File: src/spm_pkg.sv
// Shared constants, codes and types of the string pattern matcher.
package spm_pkg;

    // Window depth default and fixed pattern storage
    localparam int PATTERN_MAX_DEF = 32;
    localparam int PAT_BYTES       = 32;
    localparam int PB_IDX_W        = $clog2(PAT_BYTES);
    localparam int LEN_W           = 6;

    // Configuration port
    localparam int CFG_IDX_W  = 3;
    localparam int CFG_DATA_W = 64;

    localparam logic [CFG_IDX_W-1:0] REG_MODE    = 3'd0;
    localparam logic [CFG_IDX_W-1:0] REG_LENGTH  = 3'd1;
    localparam logic [CFG_IDX_W-1:0] REG_MISSING = 3'd2;
    localparam logic [CFG_IDX_W-1:0] REG_PAT0    = 3'd3;
    localparam logic [CFG_IDX_W-1:0] REG_PAT1    = 3'd4;
    localparam logic [CFG_IDX_W-1:0] REG_PAT2    = 3'd5;
    localparam logic [CFG_IDX_W-1:0] REG_PAT3    = 3'd6;

    // Match modes
    localparam logic [1:0] MODE_EXACT    = 2'd0;
    localparam logic [1:0] MODE_PREFIX   = 2'd1;
    localparam logic [1:0] MODE_SUFFIX   = 2'd2;
    localparam logic [1:0] MODE_CONTAINS = 2'd3;

    // Verdict codes
    localparam logic [1:0] VERDICT_FALSE   = 2'd0;
    localparam logic [1:0] VERDICT_TRUE    = 2'd1;
    localparam logic [1:0] VERDICT_ABSTAIN = 2'd2;

    localparam int OUT_DATA_W = 8;

    // Per-cycle control shared by every window cell
    typedef struct packed {
        logic shift;
        logic clear;
    } cell_ctrl_t;

endpackage

File: src/string_pattern_matcher_unit.sv
// Top level of the string pattern matcher: configuration, stream state and window cell row.
//
// Usage
//   Configure through cfg_we / cfg_index / cfg_data while the block is idle:
//   index 0 match mode, 1 pattern length, 2 pattern missing, 3..6 pattern bytes
//   (eight bytes each, lowest byte first). Other indexes are ignored.
//   Stream the context on the s_ channel, one byte per request: s_tdata holds the
//   byte, s_tlast marks the final request of a string, s_tuser[0] flags an empty
//   context and s_tuser[1] a missing one. Each string ends in one verdict request
//   on the m_ channel: m_tdata[1:0] is 0 false, 1 true, 2 abstain.
// Timing
//   One request per cycle sustained while s_tready is high. The verdict is
//   registered. The window is a row of PATTERN_MAX cells that shift one
//   place per byte, so the per-byte work is one compare in each cell and an AND.
// Stall and reset
//   A stalled verdict waits in the output register; a second verdict goes to a
//   skid stage and only then is s_tready dropped, until the m_ side drains.
//   Reset clears the configuration, the stream state and both output stages;
//   no clearing pass is needed; s_tready is high with the skid stage empty.
module string_pattern_matcher_unit #(
    parameter int PATTERN_MAX = spm_pkg::PATTERN_MAX_DEF
) (
    input  logic                           aclk,
    input  logic                           aresetn,
    // Configuration write port
    input  logic                           cfg_we,
    input  logic [spm_pkg::CFG_IDX_W-1:0]  cfg_index,
    input  logic [spm_pkg::CFG_DATA_W-1:0] cfg_data,
    // Context stream
    input  logic                           s_tvalid,
    output logic                           s_tready,
    input  logic [7:0]                     s_tdata,   // [7:0] ctx_byte
    input  logic                           s_tlast,   // is_last
    input  logic [1:0]                     s_tuser,   // [0] is_empty, [1] ctx_missing
    // Verdict stream
    output logic                           m_tvalid,
    input  logic                           m_tready,
    output logic [7:0]                     m_tdata    // [1:0] verdict, [7:2] zero
);

    localparam int LEN_W    = spm_pkg::LEN_W;
    localparam int SEEN_W   = $clog2(PATTERN_MAX + 2);
    localparam int CMP_W    = (SEEN_W > LEN_W) ? SEEN_W : LEN_W;
    localparam int PB       = spm_pkg::PAT_BYTES;
    localparam int PB_IDX_W = spm_pkg::PB_IDX_W;
    // Longest usable pattern: bytes past the stored ones read as zero
    localparam int LIM_MAX  = (PATTERN_MAX < PB) ? PATTERN_MAX : PB;

    // ------------------------------------------------------------------
    // Configuration registers
    // ------------------------------------------------------------------
    logic [1:0]               mode_reg,  mode_next;
    logic [LEN_W-1:0]         plen_reg,  plen_next;
    logic                     pmiss_reg, pmiss_next;
    logic [PB-1:0][7:0]       pat_reg,   pat_next;

    always_comb begin
        mode_next  = mode_reg;
        plen_next  = plen_reg;
        pmiss_next = pmiss_reg;
        pat_next   = pat_reg;
        if (cfg_we) begin
            case (cfg_index)
                spm_pkg::REG_MODE:    mode_next  = cfg_data[1:0];
                spm_pkg::REG_LENGTH:  plen_next  = cfg_data[LEN_W-1:0];
                spm_pkg::REG_MISSING: pmiss_next = cfg_data[0];
                spm_pkg::REG_PAT0:    pat_next[7:0]   = cfg_data;
                spm_pkg::REG_PAT1:    pat_next[15:8]  = cfg_data;
                spm_pkg::REG_PAT2:    pat_next[23:16] = cfg_data;
                spm_pkg::REG_PAT3:    pat_next[31:24] = cfg_data;
                default: ;
            endcase
        end
    end

    // Effective length: clip to the window depth and the stored bytes, then cut
    // at the first zero byte.
    // Worked out from the incoming configuration so the derived values land with it.
    logic [LEN_W-1:0] lim_next;
    logic [LEN_W-1:0] len_reg, len_next;

    always_comb begin
        lim_next = plen_next;
        if (int'(plen_next) > LIM_MAX) begin
            lim_next = LEN_W'(LIM_MAX);
        end
        len_next = lim_next;
        for (int k = PB - 1; k >= 0; k--) begin
            if (LEN_W'(k) < lim_next && pat_next[k] == 8'h00) begin
                len_next = LEN_W'(k);
            end
        end
    end

    // Per-cell expected byte: cell i (i-th newest byte) checks pattern[len-1-i]
    logic [PATTERN_MAX-1:0]      act_reg, act_next;
    logic [PATTERN_MAX-1:0][7:0] exp_reg, exp_next;

    always_comb begin
        logic [LEN_W-1:0] pos;
        for (int i = 0; i < PATTERN_MAX; i++) begin
            act_next[i] = (i < int'(len_next));
            exp_next[i] = 8'h00;
            pos         = '0;
            if (i < int'(len_next)) begin
                pos         = len_next - LEN_W'(1) - LEN_W'(i);
                exp_next[i] = pat_next[pos[PB_IDX_W-1:0]];
            end
        end
    end

    always_ff @(posedge aclk) begin
        if (!aresetn) begin
            mode_reg  <= spm_pkg::MODE_EXACT;
            plen_reg  <= '0;
            pmiss_reg <= 1'b0;
            pat_reg   <= '0;
            len_reg   <= '0;
            act_reg   <= '0;
            exp_reg   <= '0;
        end else begin
            mode_reg  <= mode_next;
            plen_reg  <= plen_next;
            pmiss_reg <= pmiss_next;
            pat_reg   <= pat_next;
            len_reg   <= len_next;
            act_reg   <= act_next;
            exp_reg   <= exp_next;
        end
    end

    // ------------------------------------------------------------------
    // Input request decode
    // ------------------------------------------------------------------
    logic       acc, take, last;
    logic       out_space;
    logic [7:0] ctx_b;

    assign s_tready = out_space;
    assign acc      = s_tvalid && s_tready;
    // Drop the byte of an empty or missing request
    assign take     = acc && !s_tuser[0] && !s_tuser[1];
    assign last     = acc && s_tlast;
    assign ctx_b    = s_tdata;

    // ------------------------------------------------------------------
    // Window cell row: newest byte in cell 0, advance one place per byte
    // ------------------------------------------------------------------
    spm_pkg::cell_ctrl_t     cell_ctrl;
    logic [PATTERN_MAX:0][7:0] chain;
    logic [PATTERN_MAX-1:0]  hits;

    assign cell_ctrl.shift = take;
    assign cell_ctrl.clear = last;
    assign chain[0]        = ctx_b;

    for (genvar g = 0; g < PATTERN_MAX; g++) begin : g_cell
        spm_cell u_cell (
            .aclk     (aclk),
            .aresetn  (aresetn),
            .ctrl     (cell_ctrl),
            .byte_in  (chain[g]),
            .exp_byte (exp_reg[g]),
            .active   (act_reg[g]),
            .byte_out (chain[g+1]),
            .hit      (hits[g])
        );
    end

    // ------------------------------------------------------------------
    // Stream state
    // ------------------------------------------------------------------
    logic [SEEN_W-1:0] seen_reg, seen_step;
    logic              prefix_reg, prefix_step;
    logic              substr_reg, substr_step;
    logic              below_len;
    logic              tail_now;
    logic [7:0]        head_byte;

    assign below_len = CMP_W'(seen_reg) < CMP_W'(len_reg);
    assign head_byte = pat_reg[PB_IDX_W'(seen_reg)];

    always_comb begin
        seen_step   = seen_reg;
        prefix_step = prefix_reg;
        if (take) begin
            if (below_len && ctx_b != head_byte) begin
                prefix_step = 1'b0;
            end
            // Saturate one past the window depth
            if (seen_reg < SEEN_W'(PATTERN_MAX + 1)) begin
                seen_step = seen_reg + SEEN_W'(1);
            end
        end
    end

    // Tail of the window, after this request, against the whole pattern
    assign tail_now    = (CMP_W'(seen_step) >= CMP_W'(len_reg)) && (&hits);
    assign substr_step = substr_reg || (take && tail_now);

    always_ff @(posedge aclk) begin
        if (!aresetn) begin
            seen_reg   <= '0;
            prefix_reg <= 1'b1;
            substr_reg <= 1'b0;
        end else if (last) begin
            // Clear the stream state for the next string
            seen_reg   <= '0;
            prefix_reg <= 1'b1;
            substr_reg <= 1'b0;
        end else begin
            seen_reg   <= seen_step;
            prefix_reg <= prefix_step;
            substr_reg <= substr_step;
        end
    end

    // ------------------------------------------------------------------
    // Verdict
    // ------------------------------------------------------------------
    logic       ok;
    logic [1:0] verdict;

    always_comb begin
        case (mode_reg)
            spm_pkg::MODE_EXACT:
                ok = prefix_step && (CMP_W'(seen_step) == CMP_W'(len_reg));
            spm_pkg::MODE_PREFIX:
                ok = prefix_step && (CMP_W'(seen_step) >= CMP_W'(len_reg));
            spm_pkg::MODE_SUFFIX:
                ok = tail_now;
            default:
                ok = (len_reg == '0) || substr_step;
        endcase
        if (pmiss_reg || s_tuser[1]) begin
            verdict = spm_pkg::VERDICT_ABSTAIN;
        end else if (ok) begin
            verdict = spm_pkg::VERDICT_TRUE;
        end else begin
            verdict = spm_pkg::VERDICT_FALSE;
        end
    end

    spm_out_buf #(
        .DATA_W (spm_pkg::OUT_DATA_W)
    ) u_out (
        .aclk     (aclk),
        .aresetn  (aresetn),
        .in_valid (last),
        .in_data  ({6'b000000, verdict}),
        .space    (out_space),
        .m_tvalid (m_tvalid),
        .m_tready (m_tready),
        .m_tdata  (m_tdata)
    );

endmodule

File: src/spm_cell.sv
// One window cell: holds one context byte and compares it with its pattern byte.
module spm_cell (
    input  logic                 aclk,
    input  logic                 aresetn,
    input  spm_pkg::cell_ctrl_t  ctrl,
    input  logic [7:0]           byte_in,
    input  logic [7:0]           exp_byte,
    input  logic                 active,
    output logic [7:0]           byte_out,
    output logic                 hit
);

    logic [7:0] byte_reg;
    logic [7:0] byte_next;
    logic [7:0] cmp_byte;

    // Compare the byte this cell holds once the current request has moved the window
    assign cmp_byte = ctrl.shift ? byte_in : byte_reg;
    assign hit      = !active || (cmp_byte == exp_byte);

    always_comb begin
        byte_next = byte_reg;
        if (ctrl.clear) begin
            byte_next = 8'h00;
        end else if (ctrl.shift) begin
            byte_next = byte_in;
        end
    end

    always_ff @(posedge aclk) begin
        if (!aresetn) begin
            byte_reg <= 8'h00;
        end else begin
            byte_reg <= byte_next;
        end
    end

    assign byte_out = byte_reg;

endmodule

File: src/spm_out_buf.sv
// Output register with a skid stage for verdict requests.
module spm_out_buf #(
    parameter int DATA_W = spm_pkg::OUT_DATA_W
) (
    input  logic              aclk,
    input  logic              aresetn,
    input  logic              in_valid,
    input  logic [DATA_W-1:0] in_data,
    output logic              space,
    output logic              m_tvalid,
    input  logic              m_tready,
    output logic [DATA_W-1:0] m_tdata
);

    logic              main_valid_reg;
    logic [DATA_W-1:0] main_data_reg;
    logic              skid_valid_reg;
    logic [DATA_W-1:0] skid_data_reg;
    logic              drain;

    assign drain = main_valid_reg && m_tready;
    assign space = !skid_valid_reg;

    always_ff @(posedge aclk) begin
        if (!aresetn) begin
            main_valid_reg <= 1'b0;
            skid_valid_reg <= 1'b0;
        end else if (skid_valid_reg) begin
            // Upstream is held while the skid stage is full
            if (drain) begin
                main_data_reg  <= skid_data_reg;
                skid_valid_reg <= 1'b0;
            end
        end else if (in_valid) begin
            if (!main_valid_reg || drain) begin
                main_valid_reg <= 1'b1;
                main_data_reg  <= in_data;
            end else begin
                skid_valid_reg <= 1'b1;
                skid_data_reg  <= in_data;
            end
        end else if (drain) begin
            main_valid_reg <= 1'b0;
        end
    end

    assign m_tvalid = main_valid_reg;
    assign m_tdata  = main_data_reg;

endmodule

File: config.mk
export PLATFORM = sky130hd
export DESIGN_NAME = string_pattern_matcher_unit
export DESIGN_NICKNAME = d
export VERILOG_FILES = /design/src/spm_pkg.sv /design/src/string_pattern_matcher_unit.sv /design/src/spm_cell.sv /design/src/spm_out_buf.sv
export SDC_FILE = /design/constraint.sdc
export NUM_CORES = 2
export LEC_CHECK = 0
export ABC_AREA = 1
export BUFFER_PORTS_ARGS = -buffer_cell sky130_fd_sc_hd__buf_2
export CORE_MARGIN = 2
export CORE_UTILIZATION = 30
export DETAILED_ROUTE_END_ITERATION = 10
export SLEW_MARGIN = 20
export SYNTH_ARGS = -nofsm -noshare
export SYNTH_HDL_FRONTEND = slang
export SYNTH_SLANG_ARGS = --single-unit
File: constraint.sdc
create_clock -name aclk -period 8.9 [get_ports aclk]
set_clock_uncertainty 0.15 [all_clocks]
set_input_delay 1.78 -clock aclk [delete_from_list [all_inputs] [get_ports aclk]]
set_output_delay 1.78 -clock aclk [all_outputs]
set_load 0.05 [all_outputs]
# [Yosys cells after proc, flatten, opt, wreduce, memory -nomap -nowiden]
# Cells that the tools add are included.
# W data, S select, Z words.
[op_classes] reduce_logical=191 bitwise_logic=3 n_mux=156 eq_ne=44 n_addsub=33 n_lt_le_gt_ge=101
[op_table] operator="$bmux W8 S5" n=33
[op_table] operator="$mux W8" n=69
[op_table] operator="$eq A8 B8 Y1" n=32
[op_table] operator="$logic_not A8 Y1" n=32
[op_table] operator="$mux W256" n=1
[op_table] operator="$mux W64" n=4
[op_table] operator="$mux W6" n=37
[op_table] operator="$lt A5 B6 Y1 const B" n=33
[op_table] operator="$lt A5 B6 Y1 const A" n=32
[op_table] operator="$lt A4 B6 Y1 const A" n=16
[op_table] operator="$sub A5 B5 Y5 const B" n=16
[op_table] operator="$reduce_and A2 Y1" n=34
[op_table] operator="$lt A3 B6 Y1 const A" n=8
[op_table] operator="$logic_and A1 B1 Y1" n=42
[op_table] operator="$sub A5 B4 Y5 const B" n=8
[op_table] operator="$logic_not A1 Y1" n=36
[op_table] operator="$logic_or A1 B1 Y1" n=36
[op_table] operator="$reduce_and A32 Y1" n=1
[op_table] operator="$lt A1 B6 Y1 const A" n=4
[op_table] operator="$lt A2 B6 Y1 const A" n=4
[op_table] operator="$sub A5 B3 Y5 const B" n=4
[op_table] operator="$mux W1" n=10
[op_table] operator="$sub A5 B1 Y5 const B" n=2
[op_table] operator="$sub A5 B2 Y5 const B" n=2
[op_table] operator="24 further kinds" n=32
[word_totals] input_bits=83 regBits=835 output_inout_bits=10 word_cells=636

# [Depth between registers and ports, before layout]
[logic_depth] word_depth=43 mapped_depth=52 ltp_nobuf=48

# [By module]
# From an unflattened synthesis, not the netlist that was laid out.
[hier_totals] cells_unflattened=9634 hier_area_um2=56180.1
[modules_own_cells] module="string_pattern_matcher_unit" n_inst=1 cells_per_inst=6627 area_each_um2=38489.4 seq_area_each_um2=11330.9
[modules_own_cells] module="spm_cell" n_inst=32 cells_per_inst=92 area_each_um2=530.5 seq_area_each_um2=160.2
[modules_own_cells] module="spm_out_buf" n_inst=1 cells_per_inst=63 area_each_um2=714.4 seq_area_each_um2=520.5

# [Worst setup path before layout]
# OpenSTA, ideal clock, no wires.
[synth_timing] path_kind="input-to-reg" startpoint="in cfg_we" endpoint="reg exp_reg[182] (netlist bit)" t_arrival_ns=6.259 path_buffers=4 path_slack_ns=2.378 stages=45 setup_time_ns=0.113 required_ns=8.637 path_cell_list="inv_2 -> nor2_2 -> nand3_1 -> nand2_4 -> inv_2 -> nand2_1 -> nand2_1 -> o211ai_1 -> nand2_1 -> nand2_1 -> nand2_1 -> nand2_1 -> nand2_1 -> nand2_1 -> nand2_1 -> nand2_1 -> nand2_1 -> nand2_1 -> (+9 left out) -> nand2_1 -> nand2_1 -> nand2_1 -> nand2_1 -> a21boi_1 -> buf_2 -> ha_1 -> clkbuf_1 -> inv_2 -> clkbuf_1 -> buf_1 -> nand3_1 -> nand2_1 -> nand3_1 -> nand3_1 -> nand2_1 -> nor2_1 -> nor2_1"
[synth_via] elab_chain_cells=41 elab_cells_between_ends=138 classes_between="2 x add/sub; 34 x order compare; 37 x mux; 65 x reduce/logical"
[synth_rtl] item="start, declared" line="string_pattern_matcher_unit.sv:26" rtl="input logic cfg_we,"
[synth_rtl] item="$mux W6" line="string_pattern_matcher_unit.sv:62" rtl="if (cfg_we) begin"
[synth_rtl] item="$gt A6 B6 Y1" line="string_pattern_matcher_unit.sv:84" rtl="if (int'(plen_next) > LIM_MAX) begin"
[synth_rtl] item="$mux W6" line="string_pattern_matcher_unit.sv:84"
[synth_rtl] item="$lt A5 B6 Y1" line="string_pattern_matcher_unit.sv:89" rtl="if (LEN_W'(k) < lim_next && pat_next[k] == 8'h00) begin"
[synth_rtl] item="$logic_and A1 B1 Y1" line="string_pattern_matcher_unit.sv:89"
[synth_rtl] item="$mux W6 (31 in series)" line="string_pattern_matcher_unit.sv:89"
[synth_rtl] item="$mux W6 (*)" line="string_pattern_matcher_unit.sv:89"
[synth_rtl] item="named net len_next[0]" line="string_pattern_matcher_unit.sv:80" rtl="logic [LEN_W-1:0] len_reg, len_next;"
[synth_rtl] item="$sub A5 B1 Y5" line="string_pattern_matcher_unit.sv:106" rtl="pos = len_next - LEN_W'(1) - LEN_W'(i);"
[synth_rtl] item="$sub A5 B5 Y5" line="string_pattern_matcher_unit.sv:106"
[synth_rtl] item="$bmux W8 S5" line="string_pattern_matcher_unit.sv:107" rtl="exp_next[i] = pat_next[pos[PB_IDX_W-1:0]];"
[synth_rtl] item="$mux W8 (not written as such)" line="string_pattern_matcher_unit.sv:107"
[synth_rtl] item="end signal, assigned" line="string_pattern_matcher_unit.sv:128" rtl="exp_reg <= exp_next;"
[synth_rtl] item="end, declared" line="string_pattern_matcher_unit.sv:97" rtl="logic [PATTERN_MAX-1:0][7:0] exp_reg, exp_next;"
# The timed path passes the listed nets; every way through them passes the cells marked *. The select of a mux whose other input is x is not followed.
# A chain may end at the register's enable or synchronous reset.

# [Worst setup path after layout]
[layout_timing] startpoint="in cfg_index[0] (netlist bit)" endpoint="reg exp_reg[244] (netlist bit)"
[layout_via] elab_chain_cells=43 elab_cells_between_ends=148 classes_between="2 x add/sub; 34 x order compare; 5 x eq/ne; 42 x mux; 65 x reduce/logical"
[layout_rtl] item="start, declared" line="string_pattern_matcher_unit.sv:27" rtl="input logic [spm_pkg::CFG_IDX_W-1:0] cfg_index,"
[layout_rtl] item="$eq A3 B1 Y1" line="string_pattern_matcher_unit.sv:63" rtl="case (cfg_index)"
[layout_rtl] item="$mux W6" line="string_pattern_matcher_unit.sv:63"
[layout_rtl] item="$mux W6" line="string_pattern_matcher_unit.sv:62"
[layout_rtl] item="$gt A6 B6 Y1" line="string_pattern_matcher_unit.sv:84"
[layout_rtl] item="$mux W6" line="string_pattern_matcher_unit.sv:84"
[layout_rtl] item="$lt A5 B6 Y1" line="string_pattern_matcher_unit.sv:89"
[layout_rtl] item="$logic_and A1 B1 Y1" line="string_pattern_matcher_unit.sv:89"
[layout_rtl] item="$mux W6 (32 in series)" line="string_pattern_matcher_unit.sv:89"
[layout_rtl] item="$sub A5 B1 Y5" line="string_pattern_matcher_unit.sv:106"
[layout_rtl] item="$sub A5 B5 Y5" line="string_pattern_matcher_unit.sv:106"
[layout_rtl] item="$bmux W8 S5" line="string_pattern_matcher_unit.sv:107"
[layout_rtl] item="$mux W8 (not written as such)" line="string_pattern_matcher_unit.sv:107"
# Parallel ways exist; a longest one is shown, timed or not. The select of a mux whose other input is x is not followed.

==> results.toml <==
[clock_tree]
clock_latency_ns = 0.78
cts_resized = 0
path_clk_slew_ns = 0.06
numCtsBuffers = 97
clockBufferDepth = 3
cts_hold_buf = 0
post_cts.repair.setup_buffers = 0
h-tree-depth = 3
cts_root_buffer = "clkbuf_16"
cts_tree = "done"
cts.sinks = 828

[synthesis]
synth_flop_cell = "dfxtp_1"
synth_area_leaders = "dfxtp_1, nand2_1, nand3_1, nor2_1, o21ai_0"
syn_avg_cell_area_um2 = 6.105
synth_area_um2 = 50540
yosysTopAreaCellShare_pct = 32.64
synthAdderAreaFrac_pct = 0.3466
synthArstFlopShare_pct = 0
ys_ff_latch = 828
synth_edf_count = 4
synth_xor_area_share_pct = 3.307
ys_warn_count = 0
synth_mux_area_share_pct = 1.842
synthCells = 8279
yosysTopAreaCell = "dfxtp_1"
synth_cell_types = 60
seq_area_frac_synth_pct = 32.88
synth_top_family_by_area = "simple AND/OR/NAND/NOR gates"
synth_compound_area_share_pct = 10.67
yosys.area_share.simple_pct = 40.98

[routing]
ant_nets = 0
wire_per_inst_um = 28.54
vias = 59520
drt_iter0_drc = 8980
routed_wl_um = 306500
via_per_inst = 5.541
drt_pre_antenna_iters = 8
route.detailed.drc = 0

[worst_setup_path]
crit_slowest_cell = "nor4_1"
cp.arrival_ns = 9.62
critPathLaunchType = "input port"
required_ns = 9.46
crit_top_cell = "nand2_1"
crit_fanout = 57
cpPeakStageDelay_ns = 1.05
r2r_cells = 38
crit_path_end_kind = "flip-flop"
worstSetupPathType = "in2reg"

[placement]
place_hpwl_um = 246700
place.gp.congestion = 1.133
dp_worst_setup_slack_ns = -0.2469
placed_cell_area_um2 = 56180
numPortBuffers = 86

[timing]
maxSlewViolCount = 0
finalSetupTns_ns = -0.2137
fin_hold_ws_ns = 0.3284
fmax_mhz = 110.3
finalCritPeriodShare_pct = 101.9
fin_ws_ns = -0.1682
setup_viol = 4
tightest_slew_ns = 1.241
hold_viol_final = 0
fin_crit_ns = 9.068
maxSlewHeadroom_pct = 16.37
rsz0062_at_grt = "no"

[die]
initial_core_util_pct = 30.22
fp.coreArea_um2 = 167200
core.rowCount = 150
dieArea_um2 = 171800
die_height_um = 414.5
die_w_um = 414.5
io_pins = 93

[run]
max_cap_viol_count = 0

[final_layout]
drive_gt1_share_pct = 10.01
mostFrequentLayoutCell = "nand2_1"
num-nets-final = 8542
multi_input_area_um2 = 29000
layout_common_cells = "nand2_1, nand3_1, nor2_1"
fillers = 18230
design_area_um2 = 59690
seq_area_um2 = 16620
areaGrowthSynthToFinish_pct = 18.10

[global_routing]
grt_pass1_vias = 53510
grt_start_max_net_pins = 205
grt_util_all_layers_pct = 34.38
grt_pass1_wl_um = 418100
gr-total-overflow = 0
grt_antenna_before_repair = 22

[power_and_ir_drop]
powerDensity_nw_per_um2 = 502.1
p_leak_uw = 0.03037
peakVddDrop_mv = 0.3509

[min_path]
hold_class = "reg2reg"
hold_depth = 2

[run_status]
violations = "negative setup slack"
status = "finished, violations left"
cells by family (layout without fill, tap and decap cells):
kind of cell / after synthesis / count (layout)
multiplexers: 93 / 93
flip-flops: 828 / 828
XOR/XNOR: 190 / 190
AO/OA/AOI/OAI: 981 / 981
other: 1 / 14
AND/OR/NAND/NOR: 4912 / 4912
buffers and inverters: 1260 / 1505
adder cells (fa/ha/maj): 14 / 14
final timing paths:
check / from / to / slack, ns
hold reg to reg: mode_reg[0] / mode_reg[0] / 0.33
setup reg to reg: pat_reg[176] / exp_reg[244] / 1.70
setup / recovery: cfg_index[0] / exp_reg[244] / -0.17
hold / removal: mode_reg[0] / mode_reg[0] / 0.33
worst max-delay path: cells and delay by family:
family                 cells  cell delay (ns)
AND/OR/NAND/NOR           32             5.49
AO/OA/AOI/OAI              1             0.85
buffers and inverters      7             1.41
layer usage:
metal,wire length [um],vias up,share of wire [%],GRT usage [%]
met4,26860,22,8.8,25.30
met5,160,-,0.052,0
met1,122400,28150,40,44.62
met2,124800,3650,41,49.87
li1,-,26970,-,-
met3,32340,728,11,7.537
layout make-up:
type	count	area share, %
diodes	8	0.03354
clock buffers	132	4.675
multi-input cells	6196	48.59
repair buffers	556	8.247
well taps	2204	4.620
clock inverters	51	1.153
flip-flops and latches	828	27.85
inverters	766	4.840
stage by stage:
step	util [%]	std cells	total power [uW]
2_1_floorplan	-	8284	15920
3_3_place_gp	33.59	10550	24910
3_5_place_dp	33.60	10550	24830
4_1_cts	35.68	10730	29230
5_1_grt	35.68	10730	31440
6_report	35.69	10740	29970
Yosys cell counts (62+ instances only):
| cell | number |
|---|---|
| nand4_1 | 62 |
| clkbuf_1 | 263 |
| buf_2 | 137 |
| nand2_1 | 2505 |
| inv_1 | 727 |
| nor2_1 | 939 |
| a21oi_1 | 119 |
| dfxtp_1 | 824 |
| o21ai_0 | 566 |
| mux2i_1 | 93 |
| o21ai_1 | 133 |
| nand3_1 | 1231 |
| xor2_1 | 135 |
power breakdown:
group	switching (uW)	leakage, uW	internal [uW]
logic	14800	0.0220	6220
clock network	1870	0.00168	2520
registers	459	0.00673	4120
Power figures use the tool's default switching activity.
